File: src/hw/rtl/cre_pkg.sv
package cre_pkg;

    localparam int LINE_CAPACITY = 64;
    localparam int MAX_PAIRS     = 6;
    localparam int NUM_RANGES    = 6;
    localparam int OUT_LIMIT     = LINE_CAPACITY - 1;

    localparam int CHAR_W     = 8;
    localparam int COL_W      = 6;
    localparam int RANGE_W    = 2 * COL_W;
    localparam int PCNT_W     = 3;
    localparam int TAIL_W     = 7;
    localparam int CFG_IDX_W  = 3;
    localparam int CFG_DATA_W = RANGE_W;
    localparam int ADDR_W     = $clog2(LINE_CAPACITY);
    localparam int LEN_W      = $clog2(LINE_CAPACITY + 1);
    localparam int CNT_W      = $clog2(LINE_CAPACITY);
    localparam int IDX_W      = $clog2(NUM_RANGES + 1);

    localparam logic [TAIL_W-1:0] NO_TAIL = TAIL_W'(64);

    // configuration register indexes
    localparam logic [CFG_IDX_W-1:0] REG_PAIR_COUNT  = 3'd0;
    localparam logic [CFG_IDX_W-1:0] REG_RANGE_0     = 3'd1;
    localparam logic [CFG_IDX_W-1:0] REG_RANGE_5     = 3'd6;
    localparam logic [CFG_IDX_W-1:0] REG_TAIL_COLUMN = 3'd7;

    typedef struct packed {
        logic [PCNT_W-1:0]                   pair_count;
        logic [NUM_RANGES-1:0][RANGE_W-1:0] ranges;
        logic [TAIL_W-1:0]                   tail_column;
    } t_cfg;

    typedef struct packed {
        logic              we;
        logic [ADDR_W-1:0] waddr;
        logic [CHAR_W-1:0] wdata;
        logic              re;
        logic [ADDR_W-1:0] raddr;
    } t_ram_req;

    typedef enum logic [2:0] {
        ST_LOAD,
        ST_RANGE,
        ST_READ,
        ST_DATA,
        ST_CLOSE
    } t_state;

endpackage

File: src/hw/rtl/cre_cfg_regs.sv
module cre_cfg_regs import cre_pkg::*; (
    input  logic                  i_clk,
    input  logic                  i_rst_n,
    input  logic                  i_cfg_we,
    input  logic [CFG_IDX_W-1:0]  i_cfg_index,
    input  logic [CFG_DATA_W-1:0] i_cfg_data,
    output t_cfg                  o_cfg
);

    t_cfg r_cfg;
    logic [CFG_IDX_W-1:0] range_sel;

    assign range_sel = i_cfg_index - REG_RANGE_0;

    always_ff @(posedge i_clk) begin
        if (!i_rst_n) begin
            r_cfg.pair_count  <= '0;
            r_cfg.ranges      <= '0;
            r_cfg.tail_column <= NO_TAIL;
        end else if (i_cfg_we) begin
            unique case (i_cfg_index) inside
                REG_PAIR_COUNT: begin
                    r_cfg.pair_count <= i_cfg_data[PCNT_W-1:0];
                end
                [REG_RANGE_0:REG_RANGE_5]: begin
                    r_cfg.ranges[range_sel] <= i_cfg_data[RANGE_W-1:0];
                end
                REG_TAIL_COLUMN: begin
                    r_cfg.tail_column <= i_cfg_data[TAIL_W-1:0];
                end
                default: begin
                end
            endcase
        end
    end

    assign o_cfg = r_cfg;

endmodule

File: config.mk
export PLATFORM = sky130hd
export DESIGN_NAME = cre_cfg_regs
export DESIGN_NICKNAME = d
export VERILOG_FILES = /design/src/hw/rtl/cre_pkg.sv /design/src/hw/rtl/cre_cfg_regs.sv
export SDC_FILE = /design/constraint.sdc
export NUM_CORES = 1
export LEC_CHECK = 0
export BUFFER_PORTS_ARGS = -buffer_cell sky130_fd_sc_hd__buf_4
export CAP_MARGIN = 10
export CELL_PAD_IN_SITES_DETAIL_PLACEMENT = 0
export CELL_PAD_IN_SITES_GLOBAL_PLACEMENT = 1
export CORE_MARGIN = 2
export CORE_UTILIZATION = 38
export CTS_BUF_LIST = sky130_fd_sc_hd__clkbuf_8
export CTS_CLUSTER_DIAMETER = 60
export DETAILED_ROUTE_END_ITERATION = 12
export PLACE_DENSITY_LB_ADDON = 0.15
export SLEW_MARGIN = 20
export SYNTH_ARGS = -nofsm -noshare
export SYNTH_HDL_FRONTEND = slang
export SYNTH_SLANG_ARGS = --single-unit
File: constraint.sdc
create_clock -name i_clk -period 1.91 [get_ports i_clk]
set_clock_uncertainty 0.05 [all_clocks]
set_input_delay 0.0955 -clock i_clk [delete_from_list [all_inputs] [get_ports i_clk]]
set_output_delay 0.0955 -clock i_clk [all_outputs]
set_load 0.1 [all_outputs]
# Yosys cells after proc, flatten, opt, wreduce, memory -nomap -nowiden
# Cells that the tools add are included.
# classes
addsub	1
reduce_logical	6
mux	3
eq_ne	1
n_lt_le_gt_ge	4
# op_table
operator	n
$bwmux 72	1
$demux 12 s3	1
$mux 12	1
$ge 3x1->1 const B	2
$reduce_and 2->1	3
$lt 3x4->1 const B	1
$eq 3x3->1 const B	1
$le 3x3->1 const B	1
$logic_not 3->1	1
$sub 3x1->3 const B	1
$logic_and 1x1->1	2
# word_totals
out_inout_bits	82
reg_bits	82
input_bits	18

# Logic depth before layout (Yosys ltp)
# logic_depth
ltp_word	6
mapped_depth	8

# Least setup slack after synthesis
# OpenSTA, ideal clock, no wires.
# synth_timing
kind	input-to-reg
start	input i_cfg_index[0]
end	register r_cfg, in the netlist o_cfg[58]
path_stages	7
t_arrival_ns	1.233
path_slack_ns	0.506
path_cell_list	inv_1 ha_1 xor2_2 nand4_1 buf_2 nand3_1 o21ai_1
# synth_via
elab_chain_cells	6
elab_cells_between_ends	11
# synth_lines
item	line_no	text
start: declaration	cre_cfg_regs.sv:5	input logic [CFG_IDX_W-1:0] i_cfg_index,
$sub 3x1->3	cre_cfg_regs.sv:13	assign range_sel = i_cfg_index - REG_RANGE_0;
$lt 3x4->1 (not written as such) or $ge 3x1->1 (tied branches)	cre_cfg_regs.sv:26	r_cfg.ranges[range_sel] <= i_cfg_data[RANGE_W-1:0];
$logic_and 1x1->1 (not written as such)	cre_cfg_regs.sv:26	
$mux 12 (not written as such)	cre_cfg_regs.sv:26	
$demux 12 s3	cre_cfg_regs.sv:26	
$bwmux 72	cre_cfg_regs.sv:26	
end: declaration	cre_cfg_regs.sv:10	t_cfg r_cfg;
# Several ways; a longest one is shown, not always the timed one.
# A chain may end at the register's enable or synchronous reset.

# Worst setup path in the final report
# layout_timing
start	input i_cfg_index[0]
end	register r_cfg, in the netlist o_cfg[51]
# The elaborated chain is that of the path after synthesis.

==> key figures <==
Pwr
  – Worst VDD drop: 0.411 mV
  – P per Cell Area: 879 nW/µm²
  – Leak: 1.89 nW

Synth
  – Syn Inst Count: roughly 320
  – Syn Nets: 340
  – Register area share after synthesis: 0.545
  – Synth Area per Inst: 9.50 µm²
  – Post-synth top area cell: dfxtp_1
  – EDFF count, synth: 0
  – Top-area cell type share of the netlist area: 0.545
  – Main synth FF type: dfxtp_1
  – Distinct cells, synth: 25
  – Cell Area, Synth: 3010 µm²
  – #FFs+latches synth: 82
  – Synth async-reset ratio: 0
  – Top cells by area, synth: dfxtp_1 55%, nand3_1 10%, o21ai_1 10%, mux2i_1 7.3%, nand2_1 4.6%
  – Yosys warnings: 0

Global routing
  – Vias in the first global route: 2324
  – Largest net degree at the start of global routing: 54
  – First-pass GRT wire length: 12400 µm
  – Gr ovfl total: 0
  – Antenna violations before repair: 0
  – Overall routing resource usage: 0.191

Detailed routing
  – Antenna violation net count after detailed routing: 0
  – DR iter-0 viols: a little over 70
  – Drt wl/cell: 15.3 µm
  – Via Count: 2531
  – Drt total wl: 8120 µm
  – DR DRC count: 0
  – DR vias/cell: 4.78
  – Drt pass-1 iters: 4

Cells and area
  – Layout cell share with drive strength beyond 1: 0.306
  – Utilization after layout: 0.541
  – Antenna cells: 0
  – Most frequent cells in the layout: 107 x buf_4, 82 x dfxtp_1, 61 x nand3_1, 60 x o21ai_1, 37 x nand2_1
  – Area Growth Syn to Fin: 38.2%
  – Most common cell after layout, fill and taps aside: buf_4
  – Layout Nets: 446
  – Max FFs per register: 82

STA
  – Max-slew violations: 0
  – Slew headroom: 0.655
  – Unrepaired setup endpoints after global routing: no
  – Clock period minus worst slack: 1.25 ns
  – Final worst slack: 0.656 ns
  – Final Hold Vio Count: 0
  – Setup Viol. Count Final: 0
  – Highest clock rate: 798 MHz
  – Period utilization: 0.656
  – Setup total negative slack: 0 ns
  – Tightest Pin Transition: between 0.5 and 0.6 ns

CTS
  – Clock Sink Count: 82
  – H-tree depth: 3
  – Post-CTS sizing: 0
  – Cts bufs inserted: 9
  – Root buffer cell: clkbuf_8
  – CTS tree: yes
  – Clock transition at path regs: 0.08 ns
  – CTS Buffer Depth: 2
  – Worst skew pair latency: roughly 0.35 ns

Worst setup path
  – Startpoint types: primary input
  – CP max stage cell: ha_1
  – Critical Path Most Common Cell: buf_4
  – Cell breakdown of the critical path: buf_4 > inv_1 > ha_1 > xor2_2 > nor4b_4 > nand3_2 > buf_4 > mux2i_1
  – Worst path max stage delay: 0.26 ns
  – Worst Path Arrival: 1.44 ns
  – Kind of critical path: in -> reg
  – Crit end category: register
  – Peak fanout along the critical path: 12
  – WP data required: 2.10 ns

Floorplan
  – Die height: 93.0 µm
  – I/O pin total: 100
  – Starting Density: 0.392
  – Die width: 93.0 µm
  – Die Area: 8650 µm²
  – Core footprint: 7690 µm²
  – Row count: 32

Placement
  – Pre-CTS setup slack: 0.266 ns
  – Dpl hpwl: 5620 µm
  – Gpl congestion: between 0.7 and 0.8
  – I/O Buffers: 99

Run
  – Max-cap violations: 0

Min path
  – Hold crit path type: in -> reg

Run status
  – Status: complete, no violations
-- what timing repair did --
item,in CTS,in global routing
setup endpoints to repair,0,0
endpoints found under the hold margin,22,0
setup buffers,0,0
hold buffers,12,0
-- Yosys cell counts, drive strengths merged, types with 2 or more instances --
cell,number
dfxtp,82
nand3,62
o21ai,60
nand2,37
mux2i,22
buf,14
clkbuf,11
nor2b,9
ha,5
nand4,4
inv,2
nand3b,2
-- layer usage --
layer,global-route usage,part of all wire,up-vias
li1,-,-,1320
met1,0.250,0.46,1122
met2,0.303,0.45,79
met3,0.0451,0.067,10
met4,0.0772,0.016,0
met5,0,0,-
-- per-stage QoR --
step	cells	total power [mW]	instance area, µm²	hold slack [ns]
6_report	530	3.66	4160	0.177
4_1_cts	530	3.68	4160	0.161
3_3_place_gp	502	2.38	3840	0.278
5_1_grt	530	3.79	4160	0.204
2_1_floorplan	317	2.24	3010	0.171
3_5_place_dp	502	2.39	3840	0.283
-- path summary, 6_finish.rpt --
| path | start | endpoint | slack, ns | depth (start not counted) |
|---|---|---|---|---|
| worst max register to register | o_cfg[6] | o_cfg[6] | 1.21 | 2 |
| worst min-delay path | i_rst_n | o_cfg[39] | 0.18 | 3 |
| worst max-delay path | i_cfg_index[0] | o_cfg[51] | 0.66 | 8 |
| worst min register to register | o_cfg[38] | o_cfg[38] | 0.41 | 2 |
-- critical path, delay by kind of cell --
| family | cells | cell delay, ns |
|---|---|---|
| buffers and inverters | 3 | 0.41 |
| adder cells (fa/ha/maj) | 1 | 0.26 |
| AND/OR/NAND/NOR | 2 | 0.33 |
| multiplexers | 1 | 0.14 |
| XOR/XNOR | 1 | 0.19 |
-- layout make-up --
cell class,count,area (µm²)
inverter,2,7.51
fill,744,3530
clock buffer,10,138
clock inverter,6,66.3
timing repair buffer,120,943
multi-input combinational,208,1240
tap,102,128
sequential,82,1640
-- power by group --
group | switching [mW] | internal [mW]
combinational | 0.452 | 0.143
clock | 0.651 | 0.642
sequential | 0.0224 | 1.75
total | 1.13 | 2.53
-- logic make-up (layout without fill, tap and decap cells) --
kind of cell | count (synthesis) | after routing | share of synthesized area
simple gates | 119 | 119 | 0.206
fa+ha+maj | 5 | 5 | 0.0208
compound gates | 60 | 60 | 0.0997
xor+xnor | 2 | 2 | 0.0108
buf+inv | 27 | 138 | 0.0440
flops | 82 | 82 | 0.545
mux | 22 | 22 | 0.0731
No activity file was read; power rests on OpenSTA's default activity.
