===== src/hw/rtl/cre_pkg.sv =====
package cre_pkg;

    localparam int LINE_CAPACITY = 64;
    localparam int MAX_PAIRS     = 6;
    localparam int NUM_RANGES    = 6;
    localparam int OUT_LIMIT     = LINE_CAPACITY - 1;

    localparam int CHAR_W     = 8;
    localparam int COL_W      = 6;
    localparam int RANGE_W    = 2 * COL_W;
    localparam int PCNT_W     = 3;
    localparam int TAIL_W     = 7;
    localparam int CFG_IDX_W  = 3;
    localparam int CFG_DATA_W = RANGE_W;
    localparam int ADDR_W     = $clog2(LINE_CAPACITY);
    localparam int LEN_W      = $clog2(LINE_CAPACITY + 1);
    localparam int CNT_W      = $clog2(LINE_CAPACITY);
    localparam int IDX_W      = $clog2(NUM_RANGES + 1);

    localparam logic [TAIL_W-1:0] NO_TAIL = TAIL_W'(64);

    // configuration register indexes
    localparam logic [CFG_IDX_W-1:0] REG_PAIR_COUNT  = 3'd0;
    localparam logic [CFG_IDX_W-1:0] REG_RANGE_0     = 3'd1;
    localparam logic [CFG_IDX_W-1:0] REG_RANGE_5     = 3'd6;
    localparam logic [CFG_IDX_W-1:0] REG_TAIL_COLUMN = 3'd7;

    typedef struct packed {
        logic [PCNT_W-1:0]                   pair_count;
        logic [NUM_RANGES-1:0][RANGE_W-1:0] ranges;
        logic [TAIL_W-1:0]                   tail_column;
    } t_cfg;

    typedef struct packed {
        logic              we;
        logic [ADDR_W-1:0] waddr;
        logic [CHAR_W-1:0] wdata;
        logic              re;
        logic [ADDR_W-1:0] raddr;
    } t_ram_req;

    typedef enum logic [2:0] {
        ST_LOAD,
        ST_RANGE,
        ST_READ,
        ST_DATA,
        ST_CLOSE
    } t_state;

endpackage


===== src/hw/rtl/cre_line_store.sv =====
module cre_line_store import cre_pkg::*; (
    input  logic              i_clk,
    input  t_ram_req          i_req,
    output logic [CHAR_W-1:0] o_rdata
);

    logic [CHAR_W-1:0] mem [LINE_CAPACITY];
    logic [CHAR_W-1:0] r_rdata;

    // read data holds while no read is issued
    always_ff @(posedge i_clk) begin
        if (i_req.we) begin
            mem[i_req.waddr] <= i_req.wdata;
        end
        if (i_req.re) begin
            r_rdata <= mem[i_req.raddr];
        end
    end

    assign o_rdata = r_rdata;

endmodule


===== config.mk =====
export PLATFORM = sky130hd
export DESIGN_NAME = cre_line_store
export DESIGN_NICKNAME = d
export VERILOG_FILES = /design/src/hw/rtl/cre_pkg.sv /design/src/hw/rtl/cre_line_store.sv
export SDC_FILE = /design/constraint.sdc
export NUM_CORES = 1
export LEC_CHECK = 0
export BUFFER_PORTS_ARGS = -buffer_cell sky130_fd_sc_hd__buf_2
export CELL_PAD_IN_SITES_DETAIL_PLACEMENT = 0
export CELL_PAD_IN_SITES_GLOBAL_PLACEMENT = 1
export CORE_MARGIN = 2
export CORE_UTILIZATION = 45
export DETAILED_ROUTE_END_ITERATION = 8
export PLACE_DENSITY_LB_ADDON = 0.1
export SLEW_MARGIN = 20
export SYNTH_ARGS = -nofsm -noshare
export SYNTH_HDL_FRONTEND = slang
export SYNTH_SLANG_ARGS = --single-unit

===== constraint.sdc =====
create_clock -name i_clk -period 2.1 [get_ports i_clk]
set_input_delay 0.21 -clock i_clk [delete_from_list [all_inputs] [get_ports i_clk]]
set_output_delay 0.21 -clock i_clk [all_outputs]
set_load 0.1 [all_outputs]

Yosys cells after proc, flatten, opt, wreduce, memory -nomap -nowiden --
Memories as Yosys holds them, arrays and structs flattened. A register that Yosys moved wholly into a read port is not among the register bits. Cells that the tools add are included. W data, S select, Z words.
Cells by class: multiplexer cells 2
Operators with widths (number):
- $mux W1 | 2
Storage, ports and cells: bits in registers 0, memories kept 1, output and inout port bits 8, bits of input ports 23, word-level logic and storage cells 3, RAM bits 512
Memories:
- mem | words 64, bits a word 8, read ports 1, clocked after memory_dff 1, wr ports 1, RTL line cre_line_store.sv:7 | logic [CHAR_W-1:0] mem [LINE_CAPACITY];

Depth between registers and ports, before layout --
Gate-level depths: netlist of run 1.
depth in word-level cells 2, mapped depth 9, mapped depth without buffers 5

Worst setup path after synthesis of run 1 --
Ideal clock, no wire load.
path kind input port to flip-flop, start in i_req[1] (netlist bit), end reg r_rdata[3] (netlist: o_rdata[3]), read port of mem (data pin), stages on the path 7, buffers on the path 3, path slack 0.084 ns, arrival time 1.750 ns, required time 1.834 ns, library setup time 0.266 ns, path through buf_4 -> buf_2 -> buf_2 -> mux4_2 -> mux4_2 -> o21ai_1 -> o41ai_1
RTL lines:
- start: declaration | RTL line cre_line_store.sv:3 | input t_ram_req i_req,
- end: declaration | RTL line cre_line_store.sv:8 | logic [CHAR_W-1:0] r_rdata;

==> out/results.txt, run 1 <==
outcome - finished clean
Critical Path Fanout Max - 1
Worst Reg2Reg Path Length in Cells - 5
root buffer cell - clkbuf_16
NetSw - 4660 uW
number of flops mapped to enable cells by yosys - 520
CTS tree - built
Worst-Skew Late Latency - 0.60 ns
clk_skew - 0.0198 ns
Sw Ratio - 21.0%
first-pass GRT wire length - 70700 um
Post-route DRC - 0
CP endpoint kind - register
critical path type - reg -> reg
flop-to-flop setup slack - 0.07 ns
length of routed met3 wiring - 2330 um
commonest non-fill, non-tap cell in the layout - edfxtp_1
clk slew on worst S/H paths - 0.06 ns
Row Count - 77
hpwl dp - 31400 um
Hold Path Sink - mem[54][7]
Syn Area/Cell - 21.5 sq um
combinational share of power - 6.1%
WL met1 - 21400 um
largest net degree at the start of global routing - 65
largest family of logic cells by synthesized area - multiplexers
CTS Buffer Depth - 3
clock sink count - 520
Hold Path Origin - i_req[14]
via count - 9974
MaxCap Viol Count - 0
syn nets - 963
Compound-Gate Fraction of Synth Area - 2.06%
Slew headroom - 30.3%
Final ANT Viol Nets - 0
WL final - 47700 um
setup bufs post-CTS - 0
Placed Instance Area - 22400 sq um
PD cells - 918 nW/um^2
crit start category - register
most frequent cells in the layout - edfxtp_1 (520), buf_4 (151), mux4_2 (126)
design area - 24200 sq um
Inserted Diodes - 0
clock share of power - 41.9%
library cells used by synthesis - 39
Int Pwr - 17500 uW
total power - 22200 uW
initial DRC count - 810
sequential share of the synthesized area - 77.1%
endpoints failing hold - 0
Post-Syn Instances - 940
wire per inst - 26.8 um
worst path arrival time - 2.35 ns
Met2 Routed Length - 22900 um
initial cell density of the core - 45.7%
crit share post-route - 96.9%
Area Growth Syn to Fin - 19.4%
post-synthesis simple-gate area fraction - 3.37%
Layout fillers - 3500
Achievable Freq - 492 MHz
Overflow after GRT - 0
initial antenna violation count - 0
Synth warnings - 0
height of the die - 216 um
Vias/cell - 5.60
total CTS buffers - 53
ratio of cells with drive above 1 in the final layout - 35.6%
GPL Wtd Cong - 0.784
Die Wd - 216 um
vias in the first global route - 10300
DR top layer - met4
sequential power share - 52.0%
WP data required - 2.42 ns
Yosys reg bits - 520
Post-Layout Cell Count - 1781
adder-cell area share of the yosys netlist - 0%
mux contribution to synthesized area - 15.9%
P_leak - 0.00794 uW
ys async rst share - 0%
Buffers on Ports - 30
Peak supply drop - 0.970 mV
RSZ-0062 raised after global routing - false
total global-route track usage - 21.2%
drt pass-1 iters - 4
post-synthesis xor/xnor area fraction - 0%
top_reg_cell synth - edfxtp_1
Cell Area, Synth - 20200 sq um
worst r2r src - mem[21][6]
reg-to-reg endpoint - o_rdata[6]
top cells by area, synth - edfxtp_1 (77%), mux4_2 (14%), nor2_1 (1.5%), mux2i_1 (1.1%), mux2_2 (0.72%)
Die Area - 46700 sq um
worst-margin pin slew - 1.04 ns
HP Class - in -> reg
Cells after DPL - 1682
Final min period - 2.03 ns
setup TNS - 0 ns
hold-critical path depth - 1
Synth area leader - edfxtp_1
H-Tree Depth - 2
Final #Nets - 1171
max-slew violations - 0
setup violators final - 0
I/O pins - 31
post-synth top area share - 77.1%
CORE AREA - 44300 sq um
per-layer routing:
layer  up-vias  GRT usage (%)
li1       4355              -
met1      5298           31.1
met2       249           33.2
met3        72           3.40
met4         0           5.84
met5         -              0
kinds of logic (layout without fill, tap and decap cells):
kind of cell / after synthesis / in the layout
AOI/OAI and AO/OA: 54 / 54
buffers and inverters: 51 / 300
DFF: 520 / 520
muxes: 162 / 162
and+or+nand+nor: 153 / 153
stage by stage:
stage	hold slack (ns)	setup WS (ns)	utilization (%)
detailed placement	0.455	-0.450	50.5
global route	0.0406	0.0230	54.5
finish	0.0466	0.0655	54.5
global placement	0.451	-0.447	50.5
floorplan	0.309	0.0837	-
CTS	0.0896	0.0196	54.5
critical path, cell delays in order, from the launching register on:
cell and delay (ns):
edfxtp_1 0.37, mux4_2 0.49, mux2_2 0.29, o221a_2 0.30
nor3_4 0.18, o32ai_1 0.12
power groups by stage:
stage	clock [uW]	combinational (uW)	sequential [uW]
final	9290	1350	11500
after global routing	9940	1440	11500
after CTS	9500	1370	11500
after detailed placement	0	1360	11800
after global placement	0	1350	11800
after floorplan	0	613	11900
registers in the layout (all words and copies together) (netlist names):
signal and flops:
o_rdata 8, mem 512
area by class of cell:
type	instances	area, sq um	share of cell area [%]
Clock buffer	60	1400	5.77
Clock inverter	36	319	1.32
Multi-Input combinational cell	369	4350	18.0
Sequential cell	520	15600	64.6
Tap cell	592	741	3.06
Timing Repair Buffer	204	1750	7.25
worst max-delay path by stage:
| stage | startpoint | slack, ns | end |
|---|---|---|---|
| floorplan | i_req[1] | 0.08 | o_rdata[3] |
| global placement | i_req[0] | -0.45 | o_rdata[4] |
| detailed placement | i_req[0] | -0.45 | o_rdata[4] |
| CTS | mem[20][4] | 0.02 | o_rdata[4] |
| global route | mem[21][6] | 0.02 | o_rdata[6] |
| finish | mem[21][6] | 0.07 | o_rdata[6] |
cell usage after synthesis, types with 2 or more instances:
cell	n
o2bb2ai_1	3
a211oi_1	4
clkbuf_1	17
nor2_1	83
nand3_1	13
buf_2	11
mux2i_1	23
nand3b_1	3
buf_6	4
nor4_1	2
o221ai_1	8
nand2b_1	7
o2111ai_1	3
o221a_2	2
a2111oi_0	2
a22oi_1	3
o21ai_1	2
buf_12	2
o21ai_0	2
o41ai_1	2
nand4_1	2
buf_1	4
edfxtp_1	520
o32ai_1	2
o22ai_1	8
buf_4	13
nor2b_1	14
a21oi_1	3
nand2_1	19
a221oi_1	6
mux2_2	13
nor3_1	7
mux4_2	126
o21a_1	2
what timing repair did:
item | 4_1_cts | 5_1_grt
hold buffers | 3 | 0
resized for setup | 4 | 3
hold endpoints to repair | 18 | 0
pin swaps | 1 | 2
setup endpoints to repair | 2 | 3
Note: power is estimated with default switching activity, not from simulation.
==> run 2: changes to the inputs <==
--- a/config.mk
+++ b/config.mk
@@ -5,11 +5,12 @@
 export SDC_FILE = /design/constraint.sdc
 export NUM_CORES = 1
 export LEC_CHECK = 0
+export ABC_AREA = 1
 export BUFFER_PORTS_ARGS = -buffer_cell sky130_fd_sc_hd__buf_2
 export CELL_PAD_IN_SITES_DETAIL_PLACEMENT = 0
 export CELL_PAD_IN_SITES_GLOBAL_PLACEMENT = 1
 export CORE_MARGIN = 2
-export CORE_UTILIZATION = 45
+export CORE_UTILIZATION = 39
 export DETAILED_ROUTE_END_ITERATION = 8
 export PLACE_DENSITY_LB_ADDON = 0.1
 export SLEW_MARGIN = 20
==> run 2 against run 1 <==
Effect of this change:
- global-route usage is 0.079 points higher
- combinational power is 16% higher
- worst hold slack worse by 0.0022 ns
- critical endpoint is now o_rdata[7]
==> out/results.txt, run 2 <==
total power - 23300 uW (was 22200 uW)
height of the die - 238 um (was 216 um)
wire per inst - 22.3 um (was 26.8 um)
worst path cell trace - buf_2 (was mux4_2 > mux2_2 > o221a_2 > nor3_4 > o32ai_1)
Final #Nets - 1931 (was 1171)
Post-Syn Instances - 1805 (was 940)
PnR worst setup slack - 0.258 ns (was 0.0655 ns)
max-slew violations - 0 (unchanged)
endpoints failing hold - 0 (unchanged)
number of flops mapped to enable cells by yosys - 520 (unchanged)
Achievable Freq - 543 MHz (was 492 MHz)
Buffers on Ports - 30 (unchanged)
Peak supply drop - 0.619 mV (was 0.970 mV)
HP Class - in -> reg (unchanged)
Cells after DPL - 2547 (was 1682)
clock sink count - 520 (unchanged)
Post-route DRC - 0 (unchanged)
Row Count - 85 (was 77)
total global-route track usage - 21.2% (about the same)
Synth warnings - 0 (unchanged)
crit start category - register (unchanged)
worst path arrival time - 1.63 ns (was 2.35 ns)
initial cell density of the core - 39.6% (was 45.7%)
CP max-delay cell - edfxtp_1 (was mux4_2)
Die Wd - 238 um (was 216 um)
Critical Path Fanout Max - 1 (unchanged)
Largest delay share family, worst path - flip-flops (was multiplexers)
pre-CTS setup slack - -0.0688 ns (was -0.450 ns)
Largest register FFs - 512 (unchanged)
initial DRC count - 979 (was 810)
post-CTS sizing - 0 (was 4)
Yosys reg bits - 520 (unchanged)
Cell Area, Synth - 21400 sq um (was 20200 sq um)
top cells by area, synth - edfxtp_1 (73%), nand2_1 (11%), nand3_1 (10%), buf_6 (1.8%), nor2_1 (0.98%) (was edfxtp_1 (77%), mux4_2 (14%), nor2_1 (1.5%), mux2i_1 (1.1%), mux2_2 (0.72%))
via count - 13600 (was 9974)
worst-margin pin slew - 0.681 ns (was 1.04 ns)
critical path type - reg -> out (was reg -> reg)
Overflow after GRT - 0 (unchanged)
Area Growth Syn to Fin - 16.1% (was 19.4%)
MaxCap Viol Count - 0 (unchanged)
CORE AREA - 54000 sq um (was 44300 sq um)
WL final - 59100 um (was 47700 um)
library cells used by synthesis - 15 (was 39)
most common cell in the synthesized netlist - nand2_1 (was edfxtp_1)
Slew headroom - 54.6% (was 30.3%)
PD cells - 935 nW/um^2 (was 918 nW/um^2)
Post-Layout Cell Count - 2649 (was 1781)
vias in the first global route - 13400 (was 10300)
P_leak - 0.00910 uW (was 0.00794 uW)
Die Area - 56800 sq um (was 46700 sq um)
drt pass-1 iters - 5 (was 4)
WP data required - 1.89 ns (was 2.42 ns)
first-pass GRT wire length - 88500 um (was 70700 um)
Biggest register - mem (unchanged)
clk slew on worst S/H paths - 0.06 ns (about the same)
sequential share of the synthesized area - 72.9% (was 77.1%)
Final min period - 1.84 ns (was 2.03 ns)
total CTS buffers - 55 (was 53)
RSZ-0062 raised after global routing - false (unchanged)
crit share post-route - 87.7% (was 96.9%)
clk_skew - 0.0235 ns (was 0.0198 ns)
Synth area leader - edfxtp_1 (unchanged)
outcome - finished clean (unchanged)
commonest non-fill, non-tap cell in the layout - nand2_1 (was edfxtp_1)
CP endpoint kind - output pin (was register)
post-synth top area share - 72.9% (was 77.1%)
Max stage delay on crit path - 0.53 ns (was 0.49 ns)
largest net degree at the start of global routing - 83 (was 65)
CTS tree - built (unchanged)
CTS Buffer Depth - 3 (unchanged)
Vias/cell - 5.12 (was 5.60)
root buffer cell - clkbuf_16 (unchanged)
most frequent cells in the layout - nand2_1 (648), edfxtp_1 (520), nand3_1 (439) (was edfxtp_1 (520), buf_4 (151), mux4_2 (126))
ratio of cells with drive above 1 in the final layout - 12.7% (was 35.6%)
H-Tree Depth - 2 (unchanged)
Final ANT Viol Nets - 0 (unchanged)
initial antenna violation count - 4 (was 0)
top_reg_cell synth - edfxtp_1 (unchanged)
Worst-Skew Late Latency - 0.61 ns (was 0.60 ns)
setup bufs post-CTS - 0 (unchanged)
CTS Hold Bufs - 0 (was 3)
I/O pins - 31 (unchanged)
Buf+Inv Stages, Crit Path - 1 (was 0)
ys async rst share - 0% (unchanged)
setup violators final - 0 (unchanged)
hpwl dp - 35500 um (was 31400 um)
GPL Wtd Cong - 0.763 (was 0.784)
Syn Area/Cell - 11.9 sq um (was 21.5 sq um)
syn nets - 1828 (was 963)
most instantiated cells after synthesis - nand2_1 (648), edfxtp_1 (520), nand3_1 (439), nor2_1 (56), buf_2 (37) (was edfxtp_1 (520), mux4_2 (126), nor2_1 (83), mux2i_1 (23), nand2_1 (19))
Hold Slack - 0.0444 ns (was 0.0466 ns)
run 2: cell count changes in the layout (fill, tap and decap cells not counted), sizes merged, moves of 14 or more:
cell and change:
nor2 -27, mux4 -126, nor2b -14, nand2 +629, buf -42, mux2i -23, nand3 +426
run 2: where the power goes:
group | switching, uW | internal [uW]
combinational | 1150 | 423
clock | 4040 | 6100
sequential | 35.5 | 11500
run 2: path summary, 6_finish.rpt:
kind                   start          to  slack (ns)  cells past startpoint
hold reg to reg   mem[12][5]  o_rdata[5]        0.89                      8
hold / removal      i_req[6]  o_rdata[1]        0.04                      1
setup / recovery  o_rdata[7]  o_rdata[7]        0.26                      1
setup reg to reg  mem[39][4]  o_rdata[4]        0.49                      8
run 2: cells by family after synthesis:
logic type / after synthesis / share of synthesized area, %
buffers and inverters: 125 / 4.01
DFF: 520 / 72.9
and+or+nand+nor: 1160 / 23.1
run 2: cell type report:
| class | count | area [sq um] |
|---|---|---|
| diodes | 1 | 2.50 |
| fillers | 5025 | 29200 |
| clock inverters | 35 | 439 |
| clock buffers | 66 | 1440 |
| repair buffers | 159 | 1490 |
| inverters | 12 | 55.1 |
| well taps | 696 | 871 |
| multi-input cells | 1160 | 4950 |
| flip-flops and latches | 520 | 15600 |
run 2: routing by layer:
layer | routed length [um] | vias up | GRT usage (%)
li1 | - | 6571 | -
met1 | 27100 | 6612 | 29.9
met2 | 27300 | 299 | 33.4
met3 | 2800 | 88 | 3.40
met4 | 1860 | 6 | 7.65
met5 | 41 | - | 0
run 2: metrics by stage:
stage                     TNS [ns]  utilization (%)  cell area, sq um
after floorplan                  0                -             21400
after global placement     -0.0714             42.5             23000
after detailed placement   -0.0713             42.5             23000
after CTS                        0             46.0             24900
after global routing             0             46.0             24900
final                            0             46.0             24900
